`src/rtl/mtok_pkg.sv`:
```
// Shared types and constants for the math expression tokenizer.
// No dependencies; every rtl file refers to it by scoped names.
package mtok_pkg;

  localparam int OFS_BITS    = 16;
  localparam int QUEUE_DEPTH = 4;
  localparam int QUEUE_AW    = $clog2(QUEUE_DEPTH);
  localparam int QUEUE_CW    = $clog2(QUEUE_DEPTH + 1);
  localparam int IN_DATA_W   = 8;
  localparam int OUT_DATA_W  = ((2 * OFS_BITS + 7) / 8) * 8;
  localparam int KIND_W      = 4;

  typedef logic [OFS_BITS-1:0] ofs_t;
  localparam ofs_t OFS_MAX = '1;

  typedef enum logic [KIND_W-1:0] {
    KIND_END        = 4'd0,
    KIND_PLUS       = 4'd1,
    KIND_MINUS      = 4'd2,
    KIND_STAR       = 4'd3,
    KIND_SLASH      = 4'd4,
    KIND_CARET      = 4'd5,
    KIND_UNDERSCORE = 4'd6,
    KIND_COMMA      = 4'd7,
    KIND_LPAREN     = 4'd8,
    KIND_RPAREN     = 4'd9,
    KIND_LCURLY     = 4'd10,
    KIND_RCURLY     = 4'd11,
    KIND_ATOM       = 4'd12,
    KIND_ERROR      = 4'd13
  } kind_t;

  typedef struct packed {
    kind_t kind;
    ofs_t  start_ofs;
    ofs_t  end_ofs;
  } token_t;

  // All tokens caused by one input transaction; tok[0] goes out first.
  typedef struct packed {
    logic [1:0]       cnt;
    token_t [2:0]     tok;
  } bundle_t;

endpackage

```
`src/rtl/mtok_front.sv`:
```
// Front end: classifies each input character, tracks scanner state and
// builds the bundle of tokens it causes. Depends on mtok_pkg.
module mtok_front (
  input  logic                             clk,
  input  logic                             rst_n,
  input  logic                             in_acc,
  input  logic [7:0]                       in_char,
  input  logic                             in_is_end,
  output logic                             push,
  output mtok_pkg::bundle_t                push_bundle
);

  localparam logic [7:0] CH_PLUS   = 8'h2B;
  localparam logic [7:0] CH_MINUS  = 8'h2D;
  localparam logic [7:0] CH_STAR   = 8'h2A;
  localparam logic [7:0] CH_SLASH  = 8'h2F;
  localparam logic [7:0] CH_CARET  = 8'h5E;
  localparam logic [7:0] CH_COMMA  = 8'h2C;
  localparam logic [7:0] CH_LPAREN = 8'h28;
  localparam logic [7:0] CH_RPAREN = 8'h29;
  localparam logic [7:0] CH_LCURLY = 8'h7B;
  localparam logic [7:0] CH_RCURLY = 8'h7D;
  localparam logic [7:0] CH_USCORE = 8'h5F;
  localparam logic [7:0] CH_BSLASH = 8'h5C;
  localparam logic [7:0] CH_SPACE  = 8'h20;

  function automatic mtok_pkg::ofs_t inc_sat(input mtok_pkg::ofs_t v);
    return (v == mtok_pkg::OFS_MAX) ? v : v + 1'b1;
  endfunction

  function automatic logic is_atom_char(input logic [7:0] c);
    return (c >= 8'h30 && c <= 8'h39) || (c >= 8'h41 && c <= 8'h5A) ||
           (c >= 8'h61 && c <= 8'h7A) || (c == CH_BSLASH);
  endfunction

  function automatic logic is_space_char(input logic [7:0] c);
    return (c == CH_SPACE) || (c >= 8'h09 && c <= 8'h0D);
  endfunction

  // KIND_END means "not a one-character token"
  function automatic mtok_pkg::kind_t single_kind(input logic [7:0] c);
    mtok_pkg::kind_t k;
    unique case (c)
      CH_PLUS:   k = mtok_pkg::KIND_PLUS;
      CH_MINUS:  k = mtok_pkg::KIND_MINUS;
      CH_STAR:   k = mtok_pkg::KIND_STAR;
      CH_SLASH:  k = mtok_pkg::KIND_SLASH;
      CH_CARET:  k = mtok_pkg::KIND_CARET;
      CH_COMMA:  k = mtok_pkg::KIND_COMMA;
      CH_LPAREN: k = mtok_pkg::KIND_LPAREN;
      CH_RPAREN: k = mtok_pkg::KIND_RPAREN;
      CH_LCURLY: k = mtok_pkg::KIND_LCURLY;
      CH_RCURLY: k = mtok_pkg::KIND_RCURLY;
      default:   k = mtok_pkg::KIND_END;
    endcase
    return k;
  endfunction

  mtok_pkg::ofs_t pos_r, pos_nxt;
  mtok_pkg::ofs_t atom_start_r, atom_start_nxt;
  logic           atom_open_r, atom_open_nxt;
  logic           upend_r, upend_nxt;
  logic           halted_r, halted_nxt;

  mtok_pkg::bundle_t bnd;
  mtok_pkg::kind_t   skind;
  mtok_pkg::ofs_t    p1;
  logic [1:0]        n;

  assign skind = single_kind(in_char);

  always_comb begin
    pos_nxt        = pos_r;
    atom_start_nxt = atom_start_r;
    atom_open_nxt  = atom_open_r;
    upend_nxt      = upend_r;
    halted_nxt     = halted_r;
    bnd            = '0;
    n              = 2'd0;
    p1             = inc_sat(pos_r);
    if (in_acc) begin
      if (in_is_end) begin
        // pending '_' joins the atom, then flush and emit end
        if (upend_r) begin
          if (!atom_open_r) begin
            atom_open_nxt  = 1'b1;
            atom_start_nxt = pos_r;
          end
          pos_nxt = p1;
        end
        if (atom_open_nxt) begin
          bnd.tok[n] = '{mtok_pkg::KIND_ATOM, atom_start_nxt, pos_nxt};
          n = n + 2'd1;
        end
        bnd.tok[n] = '{mtok_pkg::KIND_END, pos_nxt, pos_nxt};
        n = n + 2'd1;
        pos_nxt        = '0;
        atom_start_nxt = '0;
        atom_open_nxt  = 1'b0;
        upend_nxt      = 1'b0;
        halted_nxt     = 1'b0;
      end else if (halted_r) begin
        pos_nxt = p1;
      end else if (upend_r && in_char == CH_LCURLY) begin
        if (atom_open_r) begin
          bnd.tok[n] = '{mtok_pkg::KIND_ATOM, atom_start_r, pos_r};
          n = n + 2'd1;
        end
        bnd.tok[n] = '{mtok_pkg::KIND_UNDERSCORE, pos_r, p1};
        n = n + 2'd1;
        bnd.tok[n] = '{mtok_pkg::KIND_LCURLY, p1, inc_sat(p1)};
        n = n + 2'd1;
        pos_nxt       = inc_sat(p1);
        atom_open_nxt = 1'b0;
        upend_nxt     = 1'b0;
      end else begin
        if (upend_r) begin
          if (!atom_open_r) begin
            atom_open_nxt  = 1'b1;
            atom_start_nxt = pos_r;
          end
          pos_nxt   = p1;
          upend_nxt = 1'b0;
        end
        if (in_char == CH_USCORE) begin
          upend_nxt = 1'b1;
        end else if (is_atom_char(in_char)) begin
          if (!atom_open_nxt) begin
            atom_open_nxt  = 1'b1;
            atom_start_nxt = pos_nxt;
          end
          pos_nxt = inc_sat(pos_nxt);
        end else begin
          if (atom_open_nxt) begin
            bnd.tok[n] = '{mtok_pkg::KIND_ATOM, atom_start_nxt, pos_nxt};
            n = n + 2'd1;
            atom_open_nxt = 1'b0;
          end
          if (skind != mtok_pkg::KIND_END) begin
            bnd.tok[n] = '{skind, pos_nxt, inc_sat(pos_nxt)};
            n = n + 2'd1;
          end else if (!is_space_char(in_char)) begin
            bnd.tok[n] = '{mtok_pkg::KIND_ERROR, pos_nxt, inc_sat(pos_nxt)};
            n = n + 2'd1;
            halted_nxt = 1'b1;
          end
          pos_nxt = inc_sat(pos_nxt);
        end
      end
    end
    bnd.cnt = n;
  end

  assign push        = in_acc && (n != 2'd0);
  assign push_bundle = bnd;

  always_ff @(posedge clk) begin
    if (!rst_n) begin
      pos_r        <= '0;
      atom_start_r <= '0;
      atom_open_r  <= 1'b0;
      upend_r      <= 1'b0;
      halted_r     <= 1'b0;
    end else begin
      pos_r        <= pos_nxt;
      atom_start_r <= atom_start_nxt;
      atom_open_r  <= atom_open_nxt;
      upend_r      <= upend_nxt;
      halted_r     <= halted_nxt;
    end
  end

endmodule

```
`src/rtl/mtok_queue.sv`:
```
// Short bundle queue between the front end and the token serializer.
// Depends on mtok_pkg.
module mtok_queue (
  input  logic              clk,
  input  logic              rst_n,
  input  logic              push,
  input  mtok_pkg::bundle_t push_bundle,
  output logic              not_full,
  input  logic              pop,
  output logic              head_valid,
  output mtok_pkg::bundle_t head_bundle
);

  mtok_pkg::bundle_t                  slot_r [mtok_pkg::QUEUE_DEPTH];
  logic [mtok_pkg::QUEUE_AW-1:0]      wr_ptr_r, rd_ptr_r;
  logic [mtok_pkg::QUEUE_CW-1:0]      count_r;

  localparam logic [mtok_pkg::QUEUE_AW-1:0] LAST_PTR =
    mtok_pkg::QUEUE_AW'(mtok_pkg::QUEUE_DEPTH - 1);
  localparam logic [mtok_pkg::QUEUE_CW-1:0] FULL_CNT =
    mtok_pkg::QUEUE_CW'(mtok_pkg::QUEUE_DEPTH);

  assign not_full    = (count_r != FULL_CNT);
  assign head_valid  = (count_r != '0);
  assign head_bundle = slot_r[rd_ptr_r];

  always_ff @(posedge clk) begin
    if (push) begin
      slot_r[wr_ptr_r] <= push_bundle;
    end
  end

  always_ff @(posedge clk) begin
    if (!rst_n) begin
      wr_ptr_r <= '0;
      rd_ptr_r <= '0;
      count_r  <= '0;
    end else begin
      if (push) begin
        wr_ptr_r <= (wr_ptr_r == LAST_PTR) ? '0 : wr_ptr_r + 1'b1;
      end
      if (pop) begin
        rd_ptr_r <= (rd_ptr_r == LAST_PTR) ? '0 : rd_ptr_r + 1'b1;
      end
      if (push && !pop) begin
        count_r <= count_r + 1'b1;
      end else if (pop && !push) begin
        count_r <= count_r - 1'b1;
      end
    end
  end

endmodule

```
`src/rtl/mtok_back.sv`:
```
// Back end: takes bundles from the queue and sends their tokens out one per
// transaction from registers. Depends on mtok_pkg.
module mtok_back (
  input  logic                                clk,
  input  logic                                rst_n,
  input  logic                                q_valid,
  input  mtok_pkg::bundle_t                   q_bundle,
  output logic                                q_pop,
  output logic                                out_tvalid,
  input  logic                                out_tready,
  output logic [mtok_pkg::OUT_DATA_W-1:0]     out_tdata,
  output logic [mtok_pkg::KIND_W-1:0]         out_tuser,
  output logic                                out_tlast
);

  mtok_pkg::bundle_t cur_r;
  logic [1:0]        idx_r;
  logic              busy_r;
  logic              last;
  logic              out_acc;
  mtok_pkg::token_t  tok;

  assign tok     = cur_r.tok[idx_r];
  assign last    = (idx_r == cur_r.cnt - 2'd1);
  assign out_acc = busy_r && out_tready;
  // refill when idle, or as soon as the final token of the current bundle leaves
  assign q_pop   = q_valid && (!busy_r || (out_acc && last));

  assign out_tvalid = busy_r;
  assign out_tdata  = mtok_pkg::OUT_DATA_W'({tok.end_ofs, tok.start_ofs});
  assign out_tuser  = tok.kind;
  assign out_tlast  = last;

  always_ff @(posedge clk) begin
    if (q_pop) begin
      cur_r <= q_bundle;
    end
  end

  always_ff @(posedge clk) begin
    if (!rst_n) begin
      busy_r <= 1'b0;
      idx_r  <= 2'd0;
    end else if (q_pop) begin
      busy_r <= 1'b1;
      idx_r  <= 2'd0;
    end else if (out_acc && last) begin
      busy_r <= 1'b0;
    end else if (out_acc) begin
      idx_r <= idx_r + 2'd1;
    end
  end

endmodule

```
`src/rtl/math_expression_tokenizer_top.sv`:
```
// Flow: a token passes through a queue slot and then the back-end cur_r register before out_*.
// Input takes one character per cycle while the queue is not full; tokens leave at
// one per cycle while out_tready is high, so a character that causes several tokens
// holds the output for one transaction per token, and the four-bundle queue absorbs the difference.
// Reset: synchronous active-low rst_n clears offsets, flags, queue and output.
// Top level of the tokenizer; depends on mtok_pkg, mtok_front, mtok_queue, mtok_back.
module math_expression_tokenizer_top (
  input  logic                                clk,
  input  logic                                rst_n,
  input  logic                                in_tvalid,
  output logic                                in_tready,
  input  logic [mtok_pkg::IN_DATA_W-1:0]      in_tdata,   // [7:0] character
  input  logic [0:0]                          in_tuser,   // [0] is_end
  output logic                                out_tvalid,
  input  logic                                out_tready,
  output logic [mtok_pkg::OUT_DATA_W-1:0]     out_tdata,  // start_offset, end_offset
  output logic [mtok_pkg::KIND_W-1:0]         out_tuser,  // [3:0] token_kind
  output logic                                out_tlast   // last_of_run
);

  logic              in_acc;
  logic              push;
  logic              q_not_full;
  logic              q_valid;
  logic              q_pop;
  mtok_pkg::bundle_t push_bundle;
  mtok_pkg::bundle_t head_bundle;

  assign in_tready = q_not_full;
  assign in_acc    = in_tvalid && in_tready;

  mtok_front u_front (
    .clk         (clk),
    .rst_n       (rst_n),
    .in_acc      (in_acc),
    .in_char     (in_tdata[7:0]),
    .in_is_end   (in_tuser[0]),
    .push        (push),
    .push_bundle (push_bundle)
  );

  mtok_queue u_queue (
    .clk         (clk),
    .rst_n       (rst_n),
    .push        (push),
    .push_bundle (push_bundle),
    .not_full    (q_not_full),
    .pop         (q_pop),
    .head_valid  (q_valid),
    .head_bundle (head_bundle)
  );

  mtok_back u_back (
    .clk        (clk),
    .rst_n      (rst_n),
    .q_valid    (q_valid),
    .q_bundle   (head_bundle),
    .q_pop      (q_pop),
    .out_tvalid (out_tvalid),
    .out_tready (out_tready),
    .out_tdata  (out_tdata),
    .out_tuser  (out_tuser),
    .out_tlast  (out_tlast)
  );

endmodule

```
`config.mk`:
```
export PLATFORM = sky130hd
export DESIGN_NAME = math_expression_tokenizer_top
export DESIGN_NICKNAME = d
export VERILOG_FILES = /design/src/rtl/mtok_pkg.sv /design/src/rtl/mtok_front.sv /design/src/rtl/mtok_queue.sv /design/src/rtl/mtok_back.sv /design/src/rtl/math_expression_tokenizer_top.sv
export SDC_FILE = /design/constraint.sdc
export NUM_CORES = 1
export LEC_CHECK = 0
export ABC_AREA = 1
export ABC_CLOCK_PERIOD_IN_PS = 5400
export BUFFER_PORTS_ARGS = -buffer_cell sky130_fd_sc_hd__buf_2
export CAP_MARGIN = 20
export CORE_MARGIN = 2
export CORE_UTILIZATION = 40
export DETAILED_ROUTE_END_ITERATION = 8
export SYNTH_ARGS = -nofsm -noshare
export SYNTH_HDL_FRONTEND = slang
export SYNTH_HIERARCHICAL = 1
export SYNTH_SLANG_ARGS = --single-unit
export TNS_END_PERCENT = 10
```
`constraint.sdc`:
```
create_clock -name clk -period 5.4 [get_ports clk]
set_clock_uncertainty 0.15 [all_clocks]
set_input_delay 0.27 -clock clk [delete_from_list [all_inputs] [get_ports clk]]
set_output_delay 0.27 -clock clk [all_outputs]
set_load 0.1 [all_outputs]
```
After elaboration in Yosys (flattened, before gate mapping)
Memory sizes are Yosys's and may differ from the RTL's. A register that Yosys moved wholly into a read port is not among the register bits.
Cells that the tools add are included.
{"block": "totals", "wordCells": 213, "ram_bits": 440, "out_inout_bits": 39, "inputBits": 13, "n_memories": 1, "regBits": 45}
{"memory": "u_queue.slot_r", "words": 4, "width": 110, "read_ports": 1, "rd_clocked_by_memory_dff": 1, "write_ports": 1, "line_no": "mtok_queue.sv:14", "rtl": "mtok_pkg::bundle_t slot_r [mtok_pkg::QUEUE_DEPTH];"}
{"block": "op_classes", "eq_ne": 22, "mux": 115, "order_cmp": 17, "n_reduce_logical": 33, "add_sub_neg": 13, "bitwise_logic": 2}
{"op": "108-bit two-way mux", "n": 8}
{"op": "36-bit two-way mux", "n": 20}
{"op": "108-bit bitwise mux", "n": 5}
{"op": "16-bit two-way mux", "n": 22}
{"op": "36-bit demux with 2-bit select", "n": 4}
{"op": "36-bit binary-select mux with 2-bit select", "n": 1}
{"op": "8-bit by 6-bit equality test with 1-bit output, second input constant", "n": 8}
{"op": "16-bit by 1-bit adder with 16-bit output, second input constant", "n": 3}
{"op": "16-bit equality test, second input constant", "n": 3}
{"op": "2-bit two-way mux", "n": 22}
{"op": "8-bit by 7-bit equality test with 1-bit output, second input constant", "n": 5}
{"op": "4-bit case mux with 10 select lines", "n": 1}
{"op": "1-bit two-way mux", "n": 30}
{"op": "8-bit by 7-bit greater-or-equal comparator with 1-bit output, second input constant", "n": 2}
{"op": "8-bit by 7-bit less-or-equal comparator with 1-bit output, second input constant", "n": 2}
{"op": "1-bit logical AND", "n": 16}
{"op": "2-bit by 3-bit < comparator with 1-bit output, second input constant", "n": 5}
{"op": "2-bit by 1-bit adder with 2-bit output, second input constant", "n": 7}
{"op": "2-bit by 1-bit greater-or-equal comparator with 1-bit output, second input constant", "n": 4}
{"op": "8-bit by 4-bit greater-or-equal comparator with 1-bit output, second input constant", "n": 1}
{"op": "8-bit by 6-bit greater-or-equal comparator with 1-bit output, second input constant", "n": 1}
{"op": "8-bit by 4-bit less-or-equal comparator with 1-bit output, second input constant", "n": 1}
{"op": "8-bit by 6-bit less-or-equal comparator with 1-bit output, second input constant", "n": 1}
{"op": "3-bit two-way mux", "n": 2}
{"op": "other kinds (16)", "n": 28}

Depth between registers and ports, before layout
{"block": "depth", "depth_word": 28, "depth_mapped": 24, "mapped_depth_nobuf": 24}

Cells and area by module
The synthesis kept the hierarchy.
{"mod": "mtok_queue", "n_inst": 1, "seq_area_each_um2": 13392.8, "cells_each": 1124, "area_each_um2": 17120.2}
{"mod": "mtok_front", "n_inst": 1, "seq_area_each_um2": 700.7, "cells_each": 1258, "area_each_um2": 6468.7}
{"mod": "mtok_back", "n_inst": 1, "seq_area_each_um2": 3363.2, "cells_each": 309, "area_each_um2": 4300.4}
{"mod": "math_expression_tokenizer_top", "n_inst": 1, "seq_area_each_um2": 0.0, "cells_each": 2, "area_each_um2": 7.5}

Worst setup path after synthesis
OpenSTA, ideal clock, no wires.
{"block": "synth_path", "kind": "flip-flop to flip-flop", "startpoint": "reg u_front.upend_r", "endpoint": "mem u_queue/slot_r[0][0] in the netlist's numbering (enable)", "path_buffers": 3, "stages_incl_launch_ff": 14, "synth_period_minus_slack_ps": 5180, "arrival_ps": 4566, "required_time_ps": 4787, "setup_slack_ps": 220, "cell_sequence": "dfxtp_1 buf_4 clkbuf_1 nor2_2 clkinv_1 clkbuf_1 ha_1 nand2_1 nand2_1 nand4_1 a21oi_1 or2_2 nand2_1 inv_1"}
{"element": "from (decl)", "line_no": "mtok_front.sv:62", "rtl": "logic upend_r, upend_nxt;"}
{"element": "from (signal assigned)", "line_no": "mtok_front.sv:168", "rtl": "upend_r <= upend_nxt;"}
{"element": "to (decl)", "line_no": "mtok_queue.sv:14"}

==> metrics.csv <==
stage;metric;value;unit
status;status;finished, final reports clean;
clocking;cts_resized;0;
cells_and_area;drive_gt1_share;11.8;%
global_routing;grt_pass1_wl;127;mm
global_routing;grt_max_degree;180;
sta;fmax;215;MHz
routing;drtIter0Drc;2888;
cells_and_area;fillCellCount;6384;
global_routing;grt.overflow.total;0;
synth;seq_area_frac_synth;62.6;%
sta;final-hold-violation-count;0;
worst_setup_path;crit_family;simple AND/OR/NAND/NOR gates;
synth;netlist_top_cells_area;edfxtp_1 59%, o21ai_0 5.4%, nor2_1 5.1%, nand2_1 5.0%, dfxtp_1 3.4%;
clocking;htreeDepth;2;
clocking;cts_made_buffers;60;
global_routing;antenna_found_initial;1;
synth;synthFlopType;edfxtp_1;
synth;post-synth-top-count-cell;edfxtp_1;
synth;syn_area;27900;um2
cells_and_area;nets;2721;
synth;synth-async-reset-ratio;0;%
pwr;seqPwrFrac;41.8;%
worst_setup_path;ff2ff_setup_slack;0.75;ns
routing;drc_errors;0;
sta;drv_slew;0;
global_routing;grt_use_total;23.8;%
die;die_w;268;um
worst_setup_path;cp.required;5.57;ns
worst_hold_path;min_path_cells;3;
worst_setup_path;rr_worst_depth;14;
worst_setup_path;cp-end-kind;flip-flop;
die;rows;96;
synth;synth_edf_count;550;
worst_hold_path;worstHoldPathType;input port to flip-flop;
worst_setup_path;critPathKind;flip-flop to flip-flop;
worst_hold_path;whs_endpoint;u_queue/count_r[2];
pwr;combPwrFrac;32.2;%
cells_and_area;fin_util;44.7;%
synth;synth_top_area_cell;edfxtp_1;
pwr;powerDensity;514;nW/um2
worst_setup_path;crit_path_frequent_cell;nand3_2;
clocking;cts-root-buf;clkbuf_16;
pwr;p_sw;6.24;mW
worst_setup_path;arrival;4.82;ns
global_routing;grt_pass1_vias;19600;
die;die_y;268;um
cells_and_area;fin_cells;3673;
worst_hold_path;worstHoldStart;rst_n;
cells_and_area;areaGrowthSynthToFinish;10.3;%
pwr;p_leak;10.7;nW
sta;setup_viol;0;
pwr;clock_power_share;26.0;%
worst_setup_path;max_stage_delay;0.60;ns
place;routabilityCongestion;1.02;
pwr;internal_power;9.58;mW
clocking;clk_pin_slew_worst_paths;0.06;ns
routing;ant_nets;0;
sta;whs;0.0448;ns
place;io_buffers;51;
sta;final.min_clock_period;4.65;ns
synth;yosys.area.top_type_share;59.2;%
routing;drtPass1Iterations;7;
clocking;cts_tree;yes;
routing;vias;20900;
sta;finalCritPeriodShare;86.2;%
worst_setup_path;start_kind;flip-flop;
pwr;switching_share;39.4;%
die;coreArea;68800;um2
routing;vias_per_cell;5.70;
sta;worstMarginPinSlew;1.04;ns
pwr;fin_total_pwr;15.8;mW
worst_setup_path;r2r-end;u_queue/slot_r[2][42];
synth;synth.distinct_cells;49;
die;start_util;40.5;%
pwr;vdd_ir_drop_max;0.515;mV
cells_and_area;antenna_cells;0;
place;dp.cells;3562;
worst_setup_path;cpMaxStageDelayCell;nor3_1;
synth;synth_seq_cells;597;
synth;syn_inst;2693;
clocking;cts_setup_buffers;0;
sta;relSlewSlack;29.7;%
worst_setup_path;rr_startpoint;u_front/pos_r[0];
worst_setup_path;critical_path_buf_inv_count;1;
flow_run;max_cap_violations;0;
worst_setup_path;path_cells;ha_1, nand3_2, nor2_4, nand2_4, nand2_1, nand2_1, inv_1, ha_1, nand3_2, nor2_4, nand3_2, nand3_1, a21oi_1, nor3_1;
die;dieArea;71900;um2
clocking;clock_latency;0.63;ns
synth;yosysWarnings;6;
sta;fin_tns_setup;0;ns
synth;synth_area_per_cell;10.4;um2
clocking;clock-sinks;597;
clocking;cts_buffer_depth;3;
worst_setup_path;critical_path.max_fanout;31;
sta;rsz0062_at_grt;no;
die;ios;52;
place;place_hpwl;56.4;mm
routing;wl_per_cell;23.5;um
synth;netlist_top_cells_count;550 x edfxtp_1, 377 x nor2_1, 372 x nand2_1;
routing;drt_wl_total;86.2;mm
[what timing repair did]
item                                    in CTS  in global routing
hold endpoints to repair                     3                  0
endpoints found under the setup margin       0                  0
hold buffers                                 1                  0
[power by group through the flow]
stage / combinational, mW / clock (mW) / sequential (mW)
2_1_floorplan: 3.88 / 0 / 6.53
3_3_place_gp: 5.06 / 0 / 6.68
3_5_place_dp: 5.10 / 0 / 6.70
4_1_cts: 5.11 / 4.18 / 6.61
5_1_grt: 5.46 / 4.36 / 6.68
6_report: 5.10 / 4.11 / 6.61
[routing by layer]
metal | global-route usage [%] | share of wire [%] | vias up
met2 | 37.0 | 46 | 1004
met5 | 0 | 0 | -
li1 | - | - | 9496
met1 | 34.7 | 43 | 10300
met4 | 6.76 | 2.7 | 0
met3 | 3.54 | 8.6 | 155
[worst reg2reg max path, stage by stage, from the launching register on]
cell,delay [ns]
dfxtp_1,0.46
ha_1,0.31
nand3_2,0.19
nor2_4,0.22
nand2_4,0.26
nand2_1,0.17
nand2_1,0.23
inv_1,0.23
ha_1,0.27
nand3_2,0.16
nor2_4,0.14
nand3_2,0.56
nand3_1,0.31
a21oi_1,0.10
nor3_1,0.60
[kinds of logic after synthesis]
family | synth area share, %
and+or+nand+nor | 16.9
adders and majority gates | 0.610
buffers and inverters | 6.00
muxes | 0.0359
other | 0.0134
DFF | 62.6
xor gates and xnor gates | 0.471
AOI/OAI and AO/OA | 13.4
[cell usage in the layout, fill, tap and decap left out, types with 51 or more instances in the layout]
master	netlist	routed
edfxtp_1	550	550
clkbuf_16	0	61
o21ai_0	301	301
inv_1	169	163
nand2_1	372	372
nor2_1	377	377
o21ai_1	99	99
a21oi_1	109	109
nand3_1	158	158
buf_2	47	51
o22ai_1	119	119
[area by class of cell]
| type | count | area [um2] | area share, % |
|---|---|---|---|
| sequential | 597 | 17500 | 56.8 |
| clock buffer | 70 | 1560 | 5.07 |
| clock inverter | 39 | 379 | 1.23 |
| timing repair buffer | 101 | 703 | 2.29 |
| tap | 931 | 1160 | 3.79 |
| inverter | 185 | 716 | 2.33 |
| multi-input combinational | 1750 | 8770 | 28.5 |
[worst max-delay path by stage]
stage	slack, ns	endpoint	start	depth (start not counted)
6_report	0.75	u_queue/slot_r[2][42]	u_front/pos_r[0]	14
5_1_grt	0.56	u_queue/slot_r[1][36]	u_front/pos_r[0]	16
4_1_cts	0.91	u_queue/slot_r[2][36]	u_front/pos_r[0]	16
3_5_place_dp	0.93	u_queue/slot_r[3][36]	u_front/pos_r[0]	16
3_3_place_gp	0.99	u_queue/slot_r[3][36]	u_front/pos_r[9]	17
2_1_floorplan	0.22	u_queue/slot_r[0][0]	u_front/upend_r	13
[state kept, by name, summed over array words and instances, names as in the netlist, named ones only]
signal	flops
u_back/out_tvalid	1
u_queue/rd_ptr_r	2
u_front/atom_open_r	1
u_front/halted_r	1
u_back/cur_r	110
u_front/pos_r	16
u_back/idx_r	2
u_queue/count_r	3
u_front/upend_r	1
u_queue/slot_r	440
u_queue/wr_ptr_r	2
u_front/atom_start_r	16
[through the flow]
stage / setup slack (ns) / area, um2
3_5_place_dp: 0.935 / 28800
5_1_grt: 0.564 / 30800
4_1_cts: 0.909 / 30700
2_1_floorplan: 0.220 / 27900
3_3_place_gp: 0.988 / 28800
6_report: 0.747 / 30800
Power figures use the tool's default switching activity.
